**config.mk**
```make
export PLATFORM = sky130hd
export DESIGN_NAME = css_declaration_splitter_top
export DESIGN_NICKNAME = d
export VERILOG_FILES = /design/src/design/css_split_pkg.sv /design/src/design/css_declaration_splitter_top.sv /design/src/design/css_split_cell.sv /design/src/design/css_split_stack.sv
export SDC_FILE = /design/constraint.sdc
export NUM_CORES = 1
export LEC_CHECK = 0
export BUFFER_PORTS_ARGS = -buffer_cell sky130_fd_sc_hd__buf_2
export CAP_MARGIN = 0
export CORE_ASPECT_RATIO = 0.7
export CORE_UTILIZATION = 63
export DETAILED_ROUTE_END_ITERATION = 10
export PLACE_DENSITY = 0.9
export SETUP_SLACK_MARGIN = 0.02
export SYNTH_ARGS = -nofsm -noshare
export SYNTH_HDL_FRONTEND = slang
export SYNTH_SLANG_ARGS = --single-unit
```
**constraint.sdc**
```tcl
create_clock -name i_clk -period 22.3 [get_ports i_clk]
set_input_delay 4.46 -clock i_clk [delete_from_list [all_inputs] [get_ports i_clk]]
set_output_delay 4.46 -clock i_clk [all_outputs]
set_load 0.005 [all_outputs]
```
**src/design/css_split_pkg.sv**
```systemverilog
// ----------------------------------------------------------------------------
// css_split_pkg
// Shared word types, character codes, role codes and bracket helpers.
// ----------------------------------------------------------------------------
package css_split_pkg;

    typedef struct packed {
        logic       op;
        logic [7:0] byte_req;
    } t_in_word;

    typedef struct packed {
        logic [7:0] text_byte;
        logic [2:0] role;
        logic       declaration_valid;
    } t_out_word;

    // input op codes
    localparam logic OP_BYTE = 1'b0;
    localparam logic OP_END  = 1'b1;

    // result roles
    localparam logic [2:0] ROLE_NAME  = 3'd0;
    localparam logic [2:0] ROLE_COLON = 3'd1;
    localparam logic [2:0] ROLE_VALUE = 3'd2;
    localparam logic [2:0] ROLE_SEMI  = 3'd3;
    localparam logic [2:0] ROLE_END   = 3'd4;

    // quote state
    localparam logic [1:0] QUOTE_NONE   = 2'd0;
    localparam logic [1:0] QUOTE_DOUBLE = 2'd1;
    localparam logic [1:0] QUOTE_SINGLE = 2'd2;

    // bracket codes
    localparam logic [1:0] BR_NONE  = 2'd0;
    localparam logic [1:0] BR_PAREN = 2'd1;
    localparam logic [1:0] BR_SQUARE = 2'd2;
    localparam logic [1:0] BR_CURLY = 2'd3;

    // characters
    localparam logic [7:0] CH_SLASH  = 8'h2F;
    localparam logic [7:0] CH_STAR   = 8'h2A;
    localparam logic [7:0] CH_COLON  = 8'h3A;
    localparam logic [7:0] CH_SEMI   = 8'h3B;
    localparam logic [7:0] CH_BSLASH = 8'h5C;
    localparam logic [7:0] CH_DQUOTE = 8'h22;
    localparam logic [7:0] CH_SQUOTE = 8'h27;
    localparam logic [7:0] CH_LPAREN = 8'h28;
    localparam logic [7:0] CH_RPAREN = 8'h29;
    localparam logic [7:0] CH_LSQ    = 8'h5B;
    localparam logic [7:0] CH_RSQ    = 8'h5D;
    localparam logic [7:0] CH_LCURLY = 8'h7B;
    localparam logic [7:0] CH_RCURLY = 8'h7D;

    // stack control from parser, status back from stack
    typedef struct packed {
        logic       push;
        logic       pop;
        logic       clear;
        logic [1:0] code;
    } t_stk_cmd;

    typedef struct packed {
        logic       empty;
        logic       full;
        logic [1:0] top;
    } t_stk_stat;

    function automatic logic [1:0] opener_code(input logic [7:0] c);
        logic [1:0] code;
        case (c)
            CH_LPAREN: code = BR_PAREN;
            CH_LSQ:    code = BR_SQUARE;
            CH_LCURLY: code = BR_CURLY;
            default:   code = BR_NONE;
        endcase
        return code;
    endfunction

    function automatic logic [1:0] closer_code(input logic [7:0] c);
        logic [1:0] code;
        case (c)
            CH_RPAREN: code = BR_PAREN;
            CH_RSQ:    code = BR_SQUARE;
            CH_RCURLY: code = BR_CURLY;
            default:   code = BR_NONE;
        endcase
        return code;
    endfunction

endpackage

```
**src/design/css_declaration_splitter_top.sv**
```systemverilog
// ----------------------------------------------------------------------------
// css_declaration_splitter_top
// Splits style attribute text into declarations, one byte word per cycle while o_in_stall is low.
// ----------------------------------------------------------------------------
// Usage:
//   Input channel (i_in_valid / o_in_stall / i_in_word) carries one text byte
//   per word (op = byte) and finally one end-of-text word (op = end).
//   Output channel (o_out_valid / i_out_stall / o_out_word) returns exactly
//   one result word per input word, in order: the echoed byte, its role
//   (name, split colon, value, semicolon boundary, end) and, on boundary
//   and end roles, whether the closed declaration is kept.
// Timing:
//   Each accepted word is registered in the result register or skid slot.
//   Throughput is one word per cycle while o_in_stall is low; all flag and
//   stack-top updates finish in the accept cycle. The bracket stack is a
//   chain of STACK_DEPTH cells that shift together on push and pop, so the
//   top is always cell 0 and no memory port limits the rate.
// Reset / stall:
//   Synchronous active-low reset clears all parser flags, the stack depth
//   and both output slots; cell contents stay undefined until pushed.
//   The output has a result register plus one skid slot: the block keeps
//   accepting while a result waits, and raises o_in_stall (a registered
//   signal) only once the skid slot is full. An end word returns the
//   parser to its reset state.
// ----------------------------------------------------------------------------
module css_declaration_splitter_top #(
    parameter int STACK_DEPTH = 128
) (
    input  logic                     i_clk,
    input  logic                     i_rst_n,
    input  logic                     i_in_valid,
    output logic                     o_in_stall,
    input  css_split_pkg::t_in_word  i_in_word,
    output logic                     o_out_valid,
    input  logic                     i_out_stall,
    output css_split_pkg::t_out_word o_out_word
);

    // parser state
    logic       r_in_comment,     n_in_comment;
    logic       r_star_pending,   n_star_pending;
    logic       r_slash_pending,  n_slash_pending;
    logic       r_escape_pending, n_escape_pending;
    logic [1:0] r_quote_kind,     n_quote_kind;
    logic       r_colon_seen,     n_colon_seen;

    // output register and skid slot
    logic                     r_out_valid;
    css_split_pkg::t_out_word r_out_word;
    logic                     r_skid_valid;
    css_split_pkg::t_out_word r_skid_word;

    css_split_pkg::t_out_word  w_res;
    css_split_pkg::t_stk_cmd   w_cmd;
    css_split_pkg::t_stk_stat  w_stat;

    logic       w_in_fire;
    logic       w_out_fire;
    logic [7:0] w_c;
    logic [1:0] w_open;
    logic [1:0] w_close;

    assign o_in_stall = r_skid_valid;
    assign w_in_fire  = i_in_valid && !r_skid_valid;
    assign w_out_fire = r_out_valid && !i_out_stall;

    assign w_c     = i_in_word.byte_req;
    assign w_open  = css_split_pkg::opener_code(w_c);
    assign w_close = css_split_pkg::closer_code(w_c);

    // ---- per-word parse, priority follows the tokenizer rules ----
    always_comb begin
        n_in_comment     = r_in_comment;
        n_star_pending   = r_star_pending;
        n_slash_pending  = r_slash_pending;
        n_escape_pending = r_escape_pending;
        n_quote_kind     = r_quote_kind;
        n_colon_seen     = r_colon_seen;
        w_cmd            = '0;
        w_cmd.code       = w_open;
        w_res.text_byte  = w_c;
        w_res.role       = r_colon_seen ? css_split_pkg::ROLE_VALUE
                                        : css_split_pkg::ROLE_NAME;
        w_res.declaration_valid = 1'b0;

        if (i_in_word.op == css_split_pkg::OP_END) begin
            w_res.text_byte = '0;
            w_res.role      = css_split_pkg::ROLE_END;
            w_res.declaration_valid = !r_in_comment && !r_escape_pending &&
                (r_quote_kind == css_split_pkg::QUOTE_NONE) && r_colon_seen;
            n_in_comment     = 1'b0;
            n_star_pending   = 1'b0;
            n_slash_pending  = 1'b0;
            n_escape_pending = 1'b0;
            n_quote_kind     = css_split_pkg::QUOTE_NONE;
            n_colon_seen     = 1'b0;
            w_cmd.clear      = 1'b1;
        end else begin
            n_slash_pending = 1'b0;
            if (r_in_comment) begin
                if (r_star_pending && w_c == css_split_pkg::CH_SLASH) begin
                    n_in_comment   = 1'b0;
                    n_star_pending = 1'b0;
                end else begin
                    n_star_pending = (w_c == css_split_pkg::CH_STAR);
                end
            end else if (r_escape_pending) begin
                n_escape_pending = 1'b0;
            end else if (w_c == css_split_pkg::CH_BSLASH) begin
                n_escape_pending = 1'b1;
            end else if (r_quote_kind != css_split_pkg::QUOTE_NONE) begin
                if ((r_quote_kind == css_split_pkg::QUOTE_DOUBLE &&
                     w_c == css_split_pkg::CH_DQUOTE) ||
                    (r_quote_kind == css_split_pkg::QUOTE_SINGLE &&
                     w_c == css_split_pkg::CH_SQUOTE)) begin
                    n_quote_kind = css_split_pkg::QUOTE_NONE;
                end
            end else if (r_slash_pending && w_c == css_split_pkg::CH_STAR) begin
                // the opening star never closes the comment
                n_in_comment   = 1'b1;
                n_star_pending = 1'b0;
            end else if (w_c == css_split_pkg::CH_DQUOTE) begin
                n_quote_kind = css_split_pkg::QUOTE_DOUBLE;
            end else if (w_c == css_split_pkg::CH_SQUOTE) begin
                n_quote_kind = css_split_pkg::QUOTE_SINGLE;
            end else if (w_open != css_split_pkg::BR_NONE) begin
                // opener beyond the stack limit is dropped
                w_cmd.push = !w_stat.full;
            end else if (w_close != css_split_pkg::BR_NONE) begin
                // unmatched closers leave the stack alone
                w_cmd.pop = !w_stat.empty && (w_stat.top == w_close);
            end else if (w_stat.empty && w_c == css_split_pkg::CH_COLON &&
                         !r_colon_seen) begin
                n_colon_seen = 1'b1;
                w_res.role   = css_split_pkg::ROLE_COLON;
            end else if (w_stat.empty && w_c == css_split_pkg::CH_SEMI) begin
                w_res.role              = css_split_pkg::ROLE_SEMI;
                w_res.declaration_valid = r_colon_seen;
                n_colon_seen            = 1'b0;
            end else if (w_c == css_split_pkg::CH_SLASH) begin
                n_slash_pending = 1'b1;
            end
        end

        if (!w_in_fire) begin
            w_cmd.push  = 1'b0;
            w_cmd.pop   = 1'b0;
            w_cmd.clear = 1'b0;
        end
    end

    css_split_stack #(
        .STACK_DEPTH (STACK_DEPTH)
    ) u_stack (
        .i_clk   (i_clk),
        .i_rst_n (i_rst_n),
        .i_cmd   (w_cmd),
        .o_stat  (w_stat)
    );

    always_ff @(posedge i_clk) begin
        if (!i_rst_n) begin
            r_in_comment     <= 1'b0;
            r_star_pending   <= 1'b0;
            r_slash_pending  <= 1'b0;
            r_escape_pending <= 1'b0;
            r_quote_kind     <= css_split_pkg::QUOTE_NONE;
            r_colon_seen     <= 1'b0;
        end else if (w_in_fire) begin
            r_in_comment     <= n_in_comment;
            r_star_pending   <= n_star_pending;
            r_slash_pending  <= n_slash_pending;
            r_escape_pending <= n_escape_pending;
            r_quote_kind     <= n_quote_kind;
            r_colon_seen     <= n_colon_seen;
        end
    end

    // ---- result register with skid slot ----
    always_ff @(posedge i_clk) begin
        if (!i_rst_n) begin
            r_out_valid  <= 1'b0;
            r_skid_valid <= 1'b0;
        end else if (w_out_fire || !r_out_valid) begin
            if (r_skid_valid) begin
                r_out_valid  <= 1'b1;
                r_skid_valid <= 1'b0;
            end else begin
                r_out_valid <= w_in_fire;
            end
        end else if (w_in_fire) begin
            r_skid_valid <= 1'b1;
        end
    end

    always_ff @(posedge i_clk) begin
        if (w_out_fire || !r_out_valid) begin
            if (r_skid_valid) begin
                r_out_word <= r_skid_word;
            end else if (w_in_fire) begin
                r_out_word <= w_res;
            end
        end else if (w_in_fire) begin
            r_skid_word <= w_res;
        end
    end

    assign o_out_valid = r_out_valid;
    assign o_out_word  = r_out_word;

    // ---- assertions ----
    a_skid_behind_out: assert property (@(posedge i_clk) disable iff (!i_rst_n)
        r_skid_valid |-> r_out_valid)
        else $error("skid slot holds a word while output register is empty");

    a_stall_to_skid: assert property (@(posedge i_clk) disable iff (!i_rst_n)
        (w_in_fire && r_out_valid && i_out_stall) |=> r_skid_valid)
        else $error("word accepted under output stall was not parked");

    a_end_resets: assert property (@(posedge i_clk) disable iff (!i_rst_n)
        (w_in_fire && i_in_word.op == css_split_pkg::OP_END) |=>
        (!r_colon_seen && w_stat.empty &&
         r_quote_kind == css_split_pkg::QUOTE_NONE && !r_in_comment))
        else $error("parser state not cleared after end word");

    a_comment_exclusive: assert property (@(posedge i_clk) disable iff (!i_rst_n)
        r_in_comment |-> (!r_escape_pending && !r_slash_pending &&
                          r_quote_kind == css_split_pkg::QUOTE_NONE))
        else $error("comment overlaps quote, escape or pending slash");

endmodule

```
**src/design/css_split_cell.sv**
```systemverilog
// ----------------------------------------------------------------------------
// css_split_cell
// One bracket stack slot; shifts down on push, up on pop.
// ----------------------------------------------------------------------------
module css_split_cell (
    input  logic       i_clk,
    input  logic       i_push,
    input  logic       i_pop,
    input  logic [1:0] i_from_up,
    input  logic [1:0] i_from_down,
    output logic [1:0] o_code
);

    logic [1:0] r_code;
    logic [1:0] n_code;

    always_comb begin
        n_code = r_code;
        if (i_push) begin
            n_code = i_from_up;
        end else if (i_pop) begin
            n_code = i_from_down;
        end
    end

    // payload only, contents are don't-care until pushed
    always_ff @(posedge i_clk) begin
        r_code <= n_code;
    end

    assign o_code = r_code;

endmodule

```
**src/design/css_split_stack.sv**
```systemverilog
// ----------------------------------------------------------------------------
// css_split_stack
// Bracket stack as a chain of shifting cells plus a depth counter.
// ----------------------------------------------------------------------------
module css_split_stack #(
    parameter int STACK_DEPTH = 128
) (
    input  logic                   i_clk,
    input  logic                   i_rst_n,
    input  css_split_pkg::t_stk_cmd  i_cmd,
    output css_split_pkg::t_stk_stat o_stat
);

    localparam int DW = $clog2(STACK_DEPTH + 1);

    logic [DW-1:0] r_depth;
    logic [DW-1:0] n_depth;

    // chain[0] feeds the top cell, chain[i+1] is cell i, last entry fills the bottom
    logic [1:0] w_chain [STACK_DEPTH+2];

    assign w_chain[0]             = i_cmd.code;
    assign w_chain[STACK_DEPTH+1] = css_split_pkg::BR_NONE;

    for (genvar gi = 0; gi < STACK_DEPTH; gi++) begin : g_cell
        css_split_cell u_cell (
            .i_clk       (i_clk),
            .i_push      (i_cmd.push),
            .i_pop       (i_cmd.pop),
            .i_from_up   (w_chain[gi]),
            .i_from_down (w_chain[gi+2]),
            .o_code      (w_chain[gi+1])
        );
    end

    always_comb begin
        n_depth = r_depth;
        if (i_cmd.clear) begin
            n_depth = '0;
        end else if (i_cmd.push) begin
            n_depth = r_depth + DW'(1);
        end else if (i_cmd.pop) begin
            n_depth = r_depth - DW'(1);
        end
    end

    always_ff @(posedge i_clk) begin
        if (!i_rst_n) begin
            r_depth <= '0;
        end else begin
            r_depth <= n_depth;
        end
    end

    assign o_stat.empty = (r_depth == '0);
    assign o_stat.full  = (r_depth == DW'(STACK_DEPTH));
    assign o_stat.top   = w_chain[1];

endmodule

```
==> metrics.txt <==
post-route ant nets=0; combinational power share=1.8%; post-layout util=69.2%; final setup vio count=0; Synth top cells by count=nand2_1, edfxtp_1, buf_2; peak supply drop=0.0500 mV; syn_nets=1336; Setup WS pre-CTS=13090 ps; post-DP HPWL=13700 um; clock latency on the worst-skew pair=530 ps; Main synth FF type=edfxtp_1; Hold Vio Cnt, Final=0; post-synthesis mux area share=1.44%; gr usage total=22.3%; Syn Std Cell Area=0.0133 mm2; synthesized flop and latch total=297; WL/cell=14.9 um; clock sink count=297; largest net degree at the start of global routing=154; Nets=1333; CTS tree=done; wirelength, routed=24000 um; Netlist cell types=60; Critical Path Source Type=input pin; Post-Synth Simple-Gate Area=26.2%; Synth Warn #=0; die area=0.0217 mm2; Synth Area in Adders=0.715%; Via-to-Cell Ratio=5.49; core area=0.0207 mm2; CP Data Arrival Time=9110 ps; pwr dens=75.4 mW/mm2; compound-gate portion of the synthesized area=2.46%; Ant. Diodes=0; router iterations before antenna repair=5; Synth Area in XOR/XNOR=0.264%; IO Pins=27; Clk pwr share=42.1%; Die Span Y=124 um; share of cells above drive strength 1=7.05%; Row Count=44; total negative slack=0 ps; Final Cycle Share=39.0%; DRC=0; Rel. slew slack=20.8%; Pint=0.000873 W; Final Skew=13.5 ps; Placed Instances=1560; first-pass GRT wire length=39000 um; gr ovfl total=0; Switching Share=19.2%; Switching Power=0.000207 W; die width=176 um; Layout Cells excl Fill=1609; outcome=finished, final reports clean; Least-Margin Pin Slew=1190 ps; First DRT Iteration DRCs=1013; Inserted Clock Buffers=27; Initial Util=64.2%; ranking of synthesized cells by area=edfxtp_1, nand2_1, dfxtp_1, buf_2, buf_6; critical path type=input pin to register; cts repair resizes=0; RSZ-0062 raised after global routing=no; total number of vias=8839; post-synth top area share=63.3%; Max Fclk=0.115 GHz; number of port buffers=26; min cycle time layout=8700 ps; Sequential Power Share=56.1%; number of global-route vias before repair=8125; clock root cell=clkbuf_16; asr flop ratio synth=0%; Worst Path Required=22710 ps; MaxCap Viol Count=0; area leader, netlist=edfxtp_1; Syn-to-layout area delta=7.80%; number of flops mapped to enable cells by yosys=280; Mean Syn Cell Area=10.1 um2; element type at the critical path end=register; CTS Hold Bufs=0; Slew Limit Fails=0; sequential-to-total area share from yosys stat=65.8%; worst-path fanout max=153; final worst slack=13600 ps; hold path cells=2; Worst-path clk slew=60 ps; htree depth=1; most frequent cell after synthesis=nand2_1; antenna violations before repair=0; Placer Congestion=0.921; Post CTS Setup Buffer Count=0; R2R depth=12; cells after synthesis=1316; Min-Delay Path Class=register to register; static leakage=5.81 nW; largest family of logic cells by synthesized area=simple AND/OR/NAND/NOR gates; CTS Buffer Depth=3
-- stage by stage --
| stage | total power (W) | area (um2) | hold WS [ps] |
|---|---|---|---|
| final | 0.00108 | 14300 | 485 |
| after global placement | 0.000636 | 13500 | 457 |
| after detailed placement | 0.000637 | 13500 | 477 |
| after CTS | 0.00109 | 14300 | 487 |
| after global routing | 0.00111 | 14300 | 516 |
| after floorplan | 0.000631 | 13300 | 441 |
-- sequential cells by signal, summed over array words and instances, names as in the netlist --
signal	cells
o_out_word	12
o_out_valid	1
r_skid_word	12
r_in_comment	1
r_slash_pending	1
u_stack.r_depth	8
r_star_pending	1
o_in_stall	1
u_stack.g_cell.u_cell.o_code	256
r_quote_kind	2
r_escape_pending	1
r_colon_seen	1
-- power by group through the flow --
stage / Combinational [W] / Sequential, W / Clock [W]
global placement: 0.0000181 / 0.000618 / 0
floorplan: 0.0000123 / 0.000619 / 0
detailed placement: 0.0000188 / 0.000619 / 0
finish: 0.0000192 / 0.000607 / 0.000455
global route: 0.0000211 / 0.000606 / 0.000483
CTS: 0.0000190 / 0.000607 / 0.000461
-- logic make-up (layout without fill, tap and decap cells) --
| group | count (synthesis) | after routing |
|---|---|---|
| and+or+nand+nor | 873 | 873 |
| muxes | 18 | 18 |
| adders and majority gates | 7 | 7 |
| buffers and inverters | 71 | 88 |
| DFF | 297 | 297 |
| xor gates and xnor gates | 4 | 4 |
| AOI/OAI and AO/OA | 46 | 46 |
-- final timing paths --
path,startpoint,end,slack (ps)
setup reg to reg,o_in_stall$_SDFFE_PP0P_,u_stack.r_depth[7]$_SDFFE_PP0P_,17140
hold / removal,r_slash_pending$_SDFFE_PN0P_,r_slash_pending$_SDFFE_PN0P_,480
hold reg to reg,r_slash_pending$_SDFFE_PN0P_,r_slash_pending$_SDFFE_PN0P_,480
setup / recovery,i_in_word[8],u_stack.r_depth[7]$_SDFFE_PP0P_,13600
-- layout make-up --
cell class	count	area, um2
multi-input cells	948	4150
well taps	276	345
repair buffers	33	183
clock buffers	46	860
flip-flops and latches	297	8750
fillers	1415	6370
inverters	6	27.5
clock inverters	3	17.5
-- worst max-delay path: stages --
cell      delay (ps)
buf_2            230
or3b_2           510
a311oi_2         230
nand2_1          200
nor2_4           930
inv_6            620
ha_1             590
nand3_1          110
o211ai_1         270
o41a_1           280
nor2_1            90
a32o_1           210
or3_1            370
-- metal layers --
| metal | global-route usage [%] | part of all wire [%] |
|---|---|---|
| met1 | 32.2 | 46 |
| met2 | 35.3 | 47 |
| met3 | 4.00 | 5.3 |
| met4 | 5.38 | 1.7 |
| met5 | 0 | 0 |
-- cell usage in the layout, fill, tap and decap left out, types with 6 or more instances in the layout --
master	n
dfxtp_1	17
clkbuf_16	29
nand3_1	7
nand2b_1	6
clkbuf_8	7
edfxtp_1	280
ha_1	6
nand2_1	787
buf_2	26
nor2_1	19
mux2i_1	9
clkbuf_1	10
nor2b_1	12
mux2_2	9
buf_4	7
a21oi_1	8
o21ai_0	10
No activity file was read; power rests on OpenSTA's default activity.
